## config.mk

```make
export PLATFORM = sky130hd
export DESIGN_NAME = sync_word_frame_receiver
export DESIGN_NICKNAME = d
export VERILOG_FILES = /design/src/rtl/swfr_pkg.sv /design/src/rtl/sync_word_frame_receiver.sv /design/src/rtl/swfr_deframer.sv
export SDC_FILE = /design/constraint.sdc
export NUM_CORES = 1
export LEC_CHECK = 0
export ABC_AREA = 1
export ABC_CLOCK_PERIOD_IN_PS = 2600
export BUFFER_PORTS_ARGS = -buffer_cell sky130_fd_sc_hd__buf_2
export CORE_MARGIN = 2
export CORE_UTILIZATION = 60
export CTS_BUF_LIST = sky130_fd_sc_hd__clkbuf_2
export CTS_CLUSTER_DIAMETER = 120
export DETAILED_ROUTE_END_ITERATION = 6
export GPL_TIMING_DRIVEN = 0
export PLACE_DENSITY_LB_ADDON = 0.15
export SYNTH_ARGS = -nofsm -noshare
export SYNTH_HDL_FRONTEND = slang
export SYNTH_HIERARCHICAL = 1
export SYNTH_SLANG_ARGS = --single-unit
```

## constraint.sdc

```tcl
create_clock -name clock -period 2.6 [get_ports clock]
set_input_delay 0.13 -clock clock [delete_from_list [all_inputs] [get_ports clock]]
set_output_delay 0.13 -clock clock [all_outputs]
set_load 0.02 [all_outputs]
```

## src/rtl/swfr_pkg.sv

```systemverilog
`timescale 1ns / 1ps

package swfr_pkg;

   localparam logic [7:0] SYNC_0 = 8'h55;  // 'U'
   localparam logic [7:0] SYNC_1 = 8'h4E;  // 'N'
   localparam logic [7:0] SYNC_2 = 8'h45;  // 'E'
   localparam logic [7:0] SYNC_3 = 8'h52;  // 'R'
   localparam logic [7:0] COLON  = 8'h3A;  // ':'

   localparam logic [1:0] KIND_PAYLOAD  = 2'd0;
   localparam logic [1:0] KIND_GOOD     = 2'd1;
   localparam logic [1:0] KIND_BAD_CKS  = 2'd2;
   localparam logic [1:0] KIND_ZERO_LEN = 2'd3;

   typedef struct packed {
      logic [1:0] kind;
      logic [7:0] data;
      logic [7:0] position;
   } result_type;

endpackage

```

## src/rtl/sync_word_frame_receiver.sv

```systemverilog
`timescale 1ns / 1ps

// Frame receiver for a byte stream framed as the sync word U N E R, a length
// byte (payload count plus one), a colon, the payload and an XOR checksum over
// everything before it. Takes one byte per clock cycle unless the result side
// stalls; each byte passes through an input register and then the deframer,
// whose single level of state update logic registers at most one result per
// byte. A stalled result holds the deframer, and after one more byte in the
// input register the input stalls too. Payload bytes come out with their
// index, the checksum byte yields frame good or checksum error with the
// payload count, and a length of zero is reported and dropped at once.

module sync_word_frame_receiver (
   input  logic       clock,
   input  logic       reset,
   input  logic       req_valid,
   output logic       req_ready,
   input  logic [7:0] req_rx_byte,
   output logic       rsp_valid,
   input  logic       rsp_ready,
   output logic [1:0] rsp_kind,
   output logic [7:0] rsp_data,
   output logic [7:0] rsp_position
);

   logic                 in_valid_ff, in_valid_in;
   logic [7:0]           in_byte_ff;
   logic                 core_ready;
   swfr_pkg::result_type result;

   assign req_ready = !in_valid_ff || core_ready;

   always_comb begin
      in_valid_in = in_valid_ff;
      if (core_ready) begin
         in_valid_in = 1'b0;
      end
      if (req_valid && req_ready) begin
         in_valid_in = 1'b1;
      end
   end

   always_ff @(posedge clock) begin
      if (reset) begin
         in_valid_ff <= 1'b0;
      end else begin
         in_valid_ff <= in_valid_in;
      end
   end

   always_ff @(posedge clock) begin
      if (req_valid && req_ready) begin
         in_byte_ff <= req_rx_byte;
      end
   end

   swfr_deframer u_deframer (
      .clock      (clock),
      .reset      (reset),
      .in_valid   (in_valid_ff),
      .in_byte    (in_byte_ff),
      .in_ready   (core_ready),
      .out_valid  (rsp_valid),
      .out_ready  (rsp_ready),
      .out_result (result)
   );

   assign rsp_kind     = result.kind;
   assign rsp_data     = result.data;
   assign rsp_position = result.position;

endmodule

```

## src/rtl/swfr_deframer.sv

```systemverilog
`timescale 1ns / 1ps

module swfr_deframer (
   input  logic                    clock,
   input  logic                    reset,
   input  logic                    in_valid,
   input  logic [7:0]              in_byte,
   output logic                    in_ready,
   output logic                    out_valid,
   input  logic                    out_ready,
   output swfr_pkg::result_type    out_result
);

   localparam logic [2:0] PH_HUNT  = 3'd0;
   localparam logic [2:0] PH_N     = 3'd1;
   localparam logic [2:0] PH_E     = 3'd2;
   localparam logic [2:0] PH_R     = 3'd3;
   localparam logic [2:0] PH_LEN   = 3'd4;
   localparam logic [2:0] PH_COLON = 3'd5;
   localparam logic [2:0] PH_BODY  = 3'd6;

   localparam logic [7:0] HDR_XOR = swfr_pkg::SYNC_0 ^ swfr_pkg::SYNC_1 ^ swfr_pkg::SYNC_2
                                  ^ swfr_pkg::SYNC_3 ^ swfr_pkg::COLON;

   logic [2:0]           phase_ff, phase_in;
   logic [7:0]           remaining_ff, remaining_in;
   logic [7:0]           xor_ff, xor_in;
   logic [7:0]           index_ff, index_in;
   logic                 out_valid_ff, out_valid_in;
   swfr_pkg::result_type result_ff, result_in;
   logic                 emit;
   logic                 take;
   logic [2:0]           hunt;
   logic [7:0]           rem_dec;

   assign in_ready   = !out_valid_ff || out_ready;
   assign take       = in_valid && in_ready;
   assign out_valid  = out_valid_ff;
   assign out_result = result_ff;

   // a mismatched byte is looked at again as a possible start of frame
   assign hunt    = (in_byte == swfr_pkg::SYNC_0) ? PH_N : PH_HUNT;
   assign rem_dec = remaining_ff - 8'd1;

   always_comb begin
      phase_in     = phase_ff;
      remaining_in = remaining_ff;
      xor_in       = xor_ff;
      index_in     = index_ff;
      emit         = 1'b0;
      result_in    = '0;
      case (phase_ff)
         PH_N: begin
            phase_in = (in_byte == swfr_pkg::SYNC_1) ? PH_E : hunt;
         end
         PH_E: begin
            phase_in = (in_byte == swfr_pkg::SYNC_2) ? PH_R : hunt;
         end
         PH_R: begin
            phase_in = (in_byte == swfr_pkg::SYNC_3) ? PH_LEN : hunt;
         end
         PH_LEN: begin
            if (in_byte == 8'd0) begin
               phase_in       = PH_HUNT;
               emit           = 1'b1;
               result_in.kind = swfr_pkg::KIND_ZERO_LEN;
            end else begin
               remaining_in = in_byte;
               phase_in     = PH_COLON;
            end
         end
         PH_COLON: begin
            if (in_byte == swfr_pkg::COLON) begin
               phase_in = PH_BODY;
               index_in = 8'd0;
               xor_in   = HDR_XOR ^ remaining_ff;
            end else begin
               phase_in = hunt;
            end
         end
         PH_BODY: begin
            remaining_in = rem_dec;
            emit         = 1'b1;
            result_in.data = in_byte;
            if (rem_dec != 8'd0) begin
               xor_in             = xor_ff ^ in_byte;
               index_in           = index_ff + 8'd1;
               result_in.kind     = swfr_pkg::KIND_PAYLOAD;
               result_in.position = index_ff;
            end else begin
               phase_in           = PH_HUNT;
               result_in.kind     = (xor_ff == in_byte) ? swfr_pkg::KIND_GOOD
                                                        : swfr_pkg::KIND_BAD_CKS;
               result_in.position = index_ff;
            end
         end
         default: begin
            phase_in = hunt;
         end
      endcase
   end

   always_comb begin
      out_valid_in = out_valid_ff;
      if (out_ready) begin
         out_valid_in = 1'b0;
      end
      if (take && emit) begin
         out_valid_in = 1'b1;
      end
   end

   always_ff @(posedge clock) begin
      if (reset) begin
         phase_ff     <= PH_HUNT;
         remaining_ff <= 8'd0;
         xor_ff       <= 8'd0;
         index_ff     <= 8'd0;
         out_valid_ff <= 1'b0;
      end else begin
         out_valid_ff <= out_valid_in;
         if (take) begin
            phase_ff     <= phase_in;
            remaining_ff <= remaining_in;
            xor_ff       <= xor_in;
            index_ff     <= index_in;
         end
      end
   end

   always_ff @(posedge clock) begin
      if (take && emit) begin
         result_ff <= result_in;
      end
   end

endmodule
```

# ---- Word level (Yosys, flattened, before mapping)
# Cells that the tools add are included.
dict set report word_totals {
  regBits 55
  word_cells 72
  input_bits 12
}
dict set report op_classes {
  n_eq_ne 16
  n_reduce_logical 16
  muxes 26
  n_addsub 2
  n_bitwise 2
}
# op n
set ops {}
lappend ops {{$pmux W8 S2} 3}
lappend ops {{$mux W8} 5}
lappend ops {{$eq A8 B7 Y1 const B} 4}
lappend ops {{$mux W3} 6}
lappend ops {{$pmux W3 S6} 1}
lappend ops {{$eq A3 B3 Y1 const B} 3}
lappend ops {{$add A8 B1 Y8 const B} 1}
lappend ops {{$eq A8 B6 Y1 const B} 1}
lappend ops {{$eq A8 B8 Y1} 1}
lappend ops {{$logic_not A8 Y1} 1}
lappend ops {{$reduce_bool A2 Y1} 4}
lappend ops {{$reduce_bool A8 Y1} 1}
lappend ops {{$sub A8 B1 Y8 const B} 1}
lappend ops {{$xor A8 B8 Y8} 1}
lappend ops {{$eq A3 B2 Y1 const B} 2}
lappend ops {{$mux W1} 6}
lappend ops {{$mux W2} 3}
lappend ops {{$ne A2 B1 Y1 const B} 2}
lappend ops {{$ne A2 B2 Y1 const B} 2}
lappend ops {{$not A4 Y4} 1}
lappend ops {{$pmux W2 S2} 1}
lappend ops {{$reduce_and A4 Y1} 1}
lappend ops {{$eq A3 B1 Y1 const B} 1}
lappend ops {{$logic_and A1 B1 Y1} 3}
lappend ops {{other kinds (5)} 7}

# ---- Depth between registers and ports, before layout
dict set report logic_depth {
  word_depth 5
  depth_mapped 13
}

# ---- Hierarchy
# The synthesis kept the hierarchy.
# module cells_per_inst n_inst seq_area_each_um2 area_per_inst_um2
set modules_own_cells {}
lappend modules_own_cells {swfr_deframer 365 1 1101.1 2633.8}
lappend modules_own_cells {sync_word_frame_receiver 14 1 260.2 287.8}

# ---- Least setup slack after synthesis
# OpenSTA, ideal clock, no wires.
dict set report synth_path {
  kind {flip-flop to flip-flop}
  start {reg in_byte_ff[2]}
  end {reg u_deframer.result_ff (netlist bit u_deframer/out_result[0]), enable pin}
  required_ps 2199
  path_stages_with_launch 6
  n_path_buf 0
  setup_slack_ps 365
  synth_period_minus_slack_ps 2235
  setup_time_ps 401
  arrival_time_ps 1835
  cell_sequence {edfxtp_1 nor2_1 nand2_1 nor2_1 nand2_1 a21oi_1}
}
dict set report synth_via {
  elab_chain_len 4
}
# element line
set synth_lines {}
lappend synth_lines {{start: declaration} sync_word_frame_receiver.sv:27} ;# logic [7:0] in_byte_ff;
lappend synth_lines {{start signal: assignment} sync_word_frame_receiver.sv:53} ;# in_byte_ff <= req_rx_byte;
lappend synth_lines {{$logic_not A8 Y1} swfr_deframer.sv:63} ;# if (in_byte == 8'd0) begin
lappend synth_lines {{$mux W1} swfr_deframer.sv:63}
lappend synth_lines {{$pmux W1 S2} swfr_deframer.sv:52} ;# case (phase_ff)
lappend synth_lines {{$logic_and A1 B1 Y1} swfr_deframer.sv:132} ;# if (take && emit) begin
lappend synth_lines {{end signal: assignment} swfr_deframer.sv:133} ;# result_ff <= result_in;
lappend synth_lines {{end: declaration} swfr_deframer.sv:30} ;# swfr_pkg::result_type result_ff, result_in;
# Every way passes these cells.
# A chain may end at the register's enable or synchronous reset.

==> results.toml <==
[status]
outcome = "finished, final reports clean"

[layout]
layout-drive-gt1-share_pct = 17.0
final_net_count = 444
areaGrowthSynthToFinish_pct = 14.0
mostFrequentLayoutCell = "nor2_1"
fillers = 389
final_cell_mix = "nor2_1, nand2_1, inv_1"
final_area_um2 = 3330
n_antenna_cell = 0

[setup_path]
required_ps = 2900
worstReg2RegStart = "u_deframer/remaining_ff[0]"
r2r-end = "u_deframer/out_result[16]"
critPathMaxFanout = 10
crit_path_top_delay_cell = "dfxtp_1"
start_kind = "flip-flop"
endpoint_kind = "flip-flop"
path_buf_inv = 2
arrival_ps = 2420
path_delay_family = "simple AND/OR/NAND/NOR gates"
slowest_delay_ps = 450
critPathKind = "reg2reg"
path_cells = "inv_1 > ha_1 > nand2_2 > nand2_1 > nor2_1 > nand3_1 > nor2_2 > nand3_4 > buf_6 > o31ai_2"
reg2reg_slack_ps = 480
reg2reg_depth = 10

[synthesis]
synth_cell_type_count = 36
avgSynthCellArea_um2 = 7.71
synthesis.area_um2 = 2920
synthesis.nets = 394
yosys_warnings = 6
ys_ff_latch = 55
seq_area_frac_synth_pct = 46.6
syn_inst = 379

[pwr]
clock_power_share_pct = 23.5
internal_power_mw = 1.05
p_leak_nw = 1.34
power_frac_comb_pct = 10.8
power.switching_fraction_pct = 26.9
cellPowerDensity_nw_per_um2 = 430
ir_drop_v = 0.000314
p_seq_share_pct = 65.7
total_power_mw = 1.43
p_switching_mw = 0.386

[detailed_routing]
drt-initial-drc-count = 178
routed_wirelength_um = 6440
drtPass1Iterations = 5
wl_per_cell_um = 12.9
drt.antenna.violating_nets = 0
drc_errors = 0
post_drt_via_cell_ratio = 5.30
vias = 2634

[worst_hold_path]
worstHoldStart = "req_valid"
hold_path_end = "in_byte_ff[2]"
holdPathStages = 3
hp-class = "in2reg"

[clock_network]
post_cts_resized = 0
cts-buffers-inserted = 5
htreeDepth = 2
clk_path_buf_depth = 2
clock-sinks = 55
tritoncts = "done"
insertion_delay_ps = 460
cts_root_buffer = "clkbuf_2"
clk_pin_slew_ps = 280

[timing]
worstMarginPinSlew_ps = 727
holdWs_ps = 191
maxSlewHeadroom_pct = 51.5
finalCritPeriodShare_pct = 81.6
period_needed_ps = 2120
hold_violations = 0
tns_ps = 0
setup_violations = 0
skew_ps = 20.7
timing.fmax_mhz = 472
fin_ws_ps = 479
slew_violations = 0
grt_setup_unrepaired = "no"

[die]
die_x_um = 73.8
die_y_um = 73.8
start_util_pct = 61.9
fp.dieArea_um2 = 5440
core.rowCount = 25
ios = 32
fp.coreArea_um2 = 4720

[placement]
placed_area_um2 = 3180
portBuffers = 31
gp_congestion = 0.935
pre_cts_slack_ps = 547
dp_hpwl_um = 4700

[job]
max_cap_viol_count = 0

[grt]
grt_pass1_wl_um = 10200
grt_overflow = 0
grt_usage_pct = 24.7
antenna_found_initial = 0
grt_pass1_vias = 2283
grt_max_degree = 18
[Yosys cell counts]
| cell type | count | area (µm²) |
|---|---|---|
| nor2_4 | 1 | 11.3 |
| nand4_1 | 6 | 37.5 |
| nand2_4 | 1 | 11.3 |
| o21ai_1 | 3 | 15.0 |
| nor2_8 | 1 | 20.0 |
| nor2_1 | 76 | 285 |
| o21ai_0 | 11 | 55.1 |
| o21ai_2 | 1 | 8.76 |
| and3_1 | 1 | 6.26 |
| inv_1 | 38 | 143 |
| clkbuf_1 | 2 | 7.51 |
| nand3_1 | 26 | 130 |
| buf_6 | 1 | 11.3 |
| a21oi_2 | 1 | 8.76 |
| nor3_1 | 3 | 15.0 |
| nand3_4 | 1 | 17.5 |
| nor2_2 | 4 | 25.0 |
| xnor2_1 | 8 | 70.1 |
| a211oi_1 | 1 | 7.51 |
| nor3_2 | 1 | 10.0 |
| edfxtp_1 | 26 | 781 |
| a21oi_1 | 31 | 155 |
| o31ai_2 | 1 | 12.5 |
| nand3b_1 | 1 | 7.51 |
| nand3_2 | 3 | 30.0 |
| o31ai_1 | 1 | 7.51 |
| buf_2 | 6 | 30.0 |
| buf_8 | 1 | 15.0 |
| buf_1 | 1 | 3.75 |
| nand2_2 | 5 | 31.3 |
| nand2_1 | 75 | 282 |
| dfxtp_1 | 29 | 581 |
| xor2_1 | 3 | 26.3 |
| o211ai_1 | 1 | 7.51 |
| inv_2 | 5 | 18.8 |
| ha_1 | 3 | 37.5 |
[sequential cells by signal, summed over array words and instances (netlist names)]
name and cells:
in_byte_ff 8, u_deframer/phase_ff 3, u_deframer/remaining_ff 8, u_deframer/out_valid 1
u_deframer/index_ff 8, u_deframer/xor_ff 8, u_deframer/out_result 18, in_valid_ff 1
[metrics by stage]
step	instances	util [%]
2_1_floorplan	379	-
3_3_place_gp	477	66.9
3_5_place_dp	478	67.2
4_1_cts	497	70.5
5_1_grt	497	70.5
6_report	497	70.5
[metal layers]
metal	up-vias	track usage, %	wire length (µm)
li1	1323	-	-
met1	1189	31.5	2860
met2	106	41.7	3020
met3	16	4.12	391
met4	0	9.90	165
met5	-	0	0
[cells by family after synthesis]
group | count (synthesis) | synth area share (%)
adder cells (fa/ha/maj) | 3 | 1.28
buffers and inverters | 54 | 7.84
AND/OR/NAND/NOR | 205 | 31.5
flip-flops | 55 | 46.6
AO/OA/AOI/OAI | 51 | 9.51
XOR/XNOR | 11 | 3.30
[what timing repair did]
action | in CTS | in global routing
endpoints found under the hold margin | 13 | 0
buffers inserted | 0 | 0
hold buffers | 11 | 0
[cell type report]
cell class,instances,area (µm²),area share (%)
inverters,43,161,4.85
repair buffers,43,277,8.30
plain buffers,11,67.6,2.03
well taps,67,83.8,2.52
clock buffers,5,25.0,0.751
flip-flops and latches,55,1360,40.9
clock inverters,3,20.0,0.601
multi-input cells,270,1340,40.1
[power by group through the flow]
stage | logic, mW | clock network [mW] | registers, mW
6_report | 0.155 | 0.336 | 0.940
5_1_grt | 0.174 | 0.370 | 0.943
4_1_cts | 0.152 | 0.344 | 0.940
3_5_place_dp | 0.139 | 0 | 0.957
3_3_place_gp | 0.137 | 0 | 0.957
2_1_floorplan | 0.105 | 0 | 0.953
[tightest hold or removal path: cells and delay by family]
| kind | cells | cell delay, ps |
|---|---|---|
| buf+inv | 2 | 160 |
| compound gates | 1 | 150 |
[worst max-delay path by stage]
stage          slack (ps)                       start  cells after the start                   endpoint
2_1_floorplan         360               in_byte_ff[2]                      5   u_deframer/out_result[0]
3_3_place_gp         -200               in_byte_ff[3]                      5  u_deframer/out_result[10]
3_5_place_dp          550               in_byte_ff[3]                      6  u_deframer/out_result[10]
4_1_cts               510  u_deframer/remaining_ff[0]                     10  u_deframer/out_result[16]
5_1_grt               350               in_byte_ff[3]                      6   u_deframer/out_result[1]
6_report              480  u_deframer/remaining_ff[0]                     10  u_deframer/out_result[16]
(Power assumes the default switching activity.)
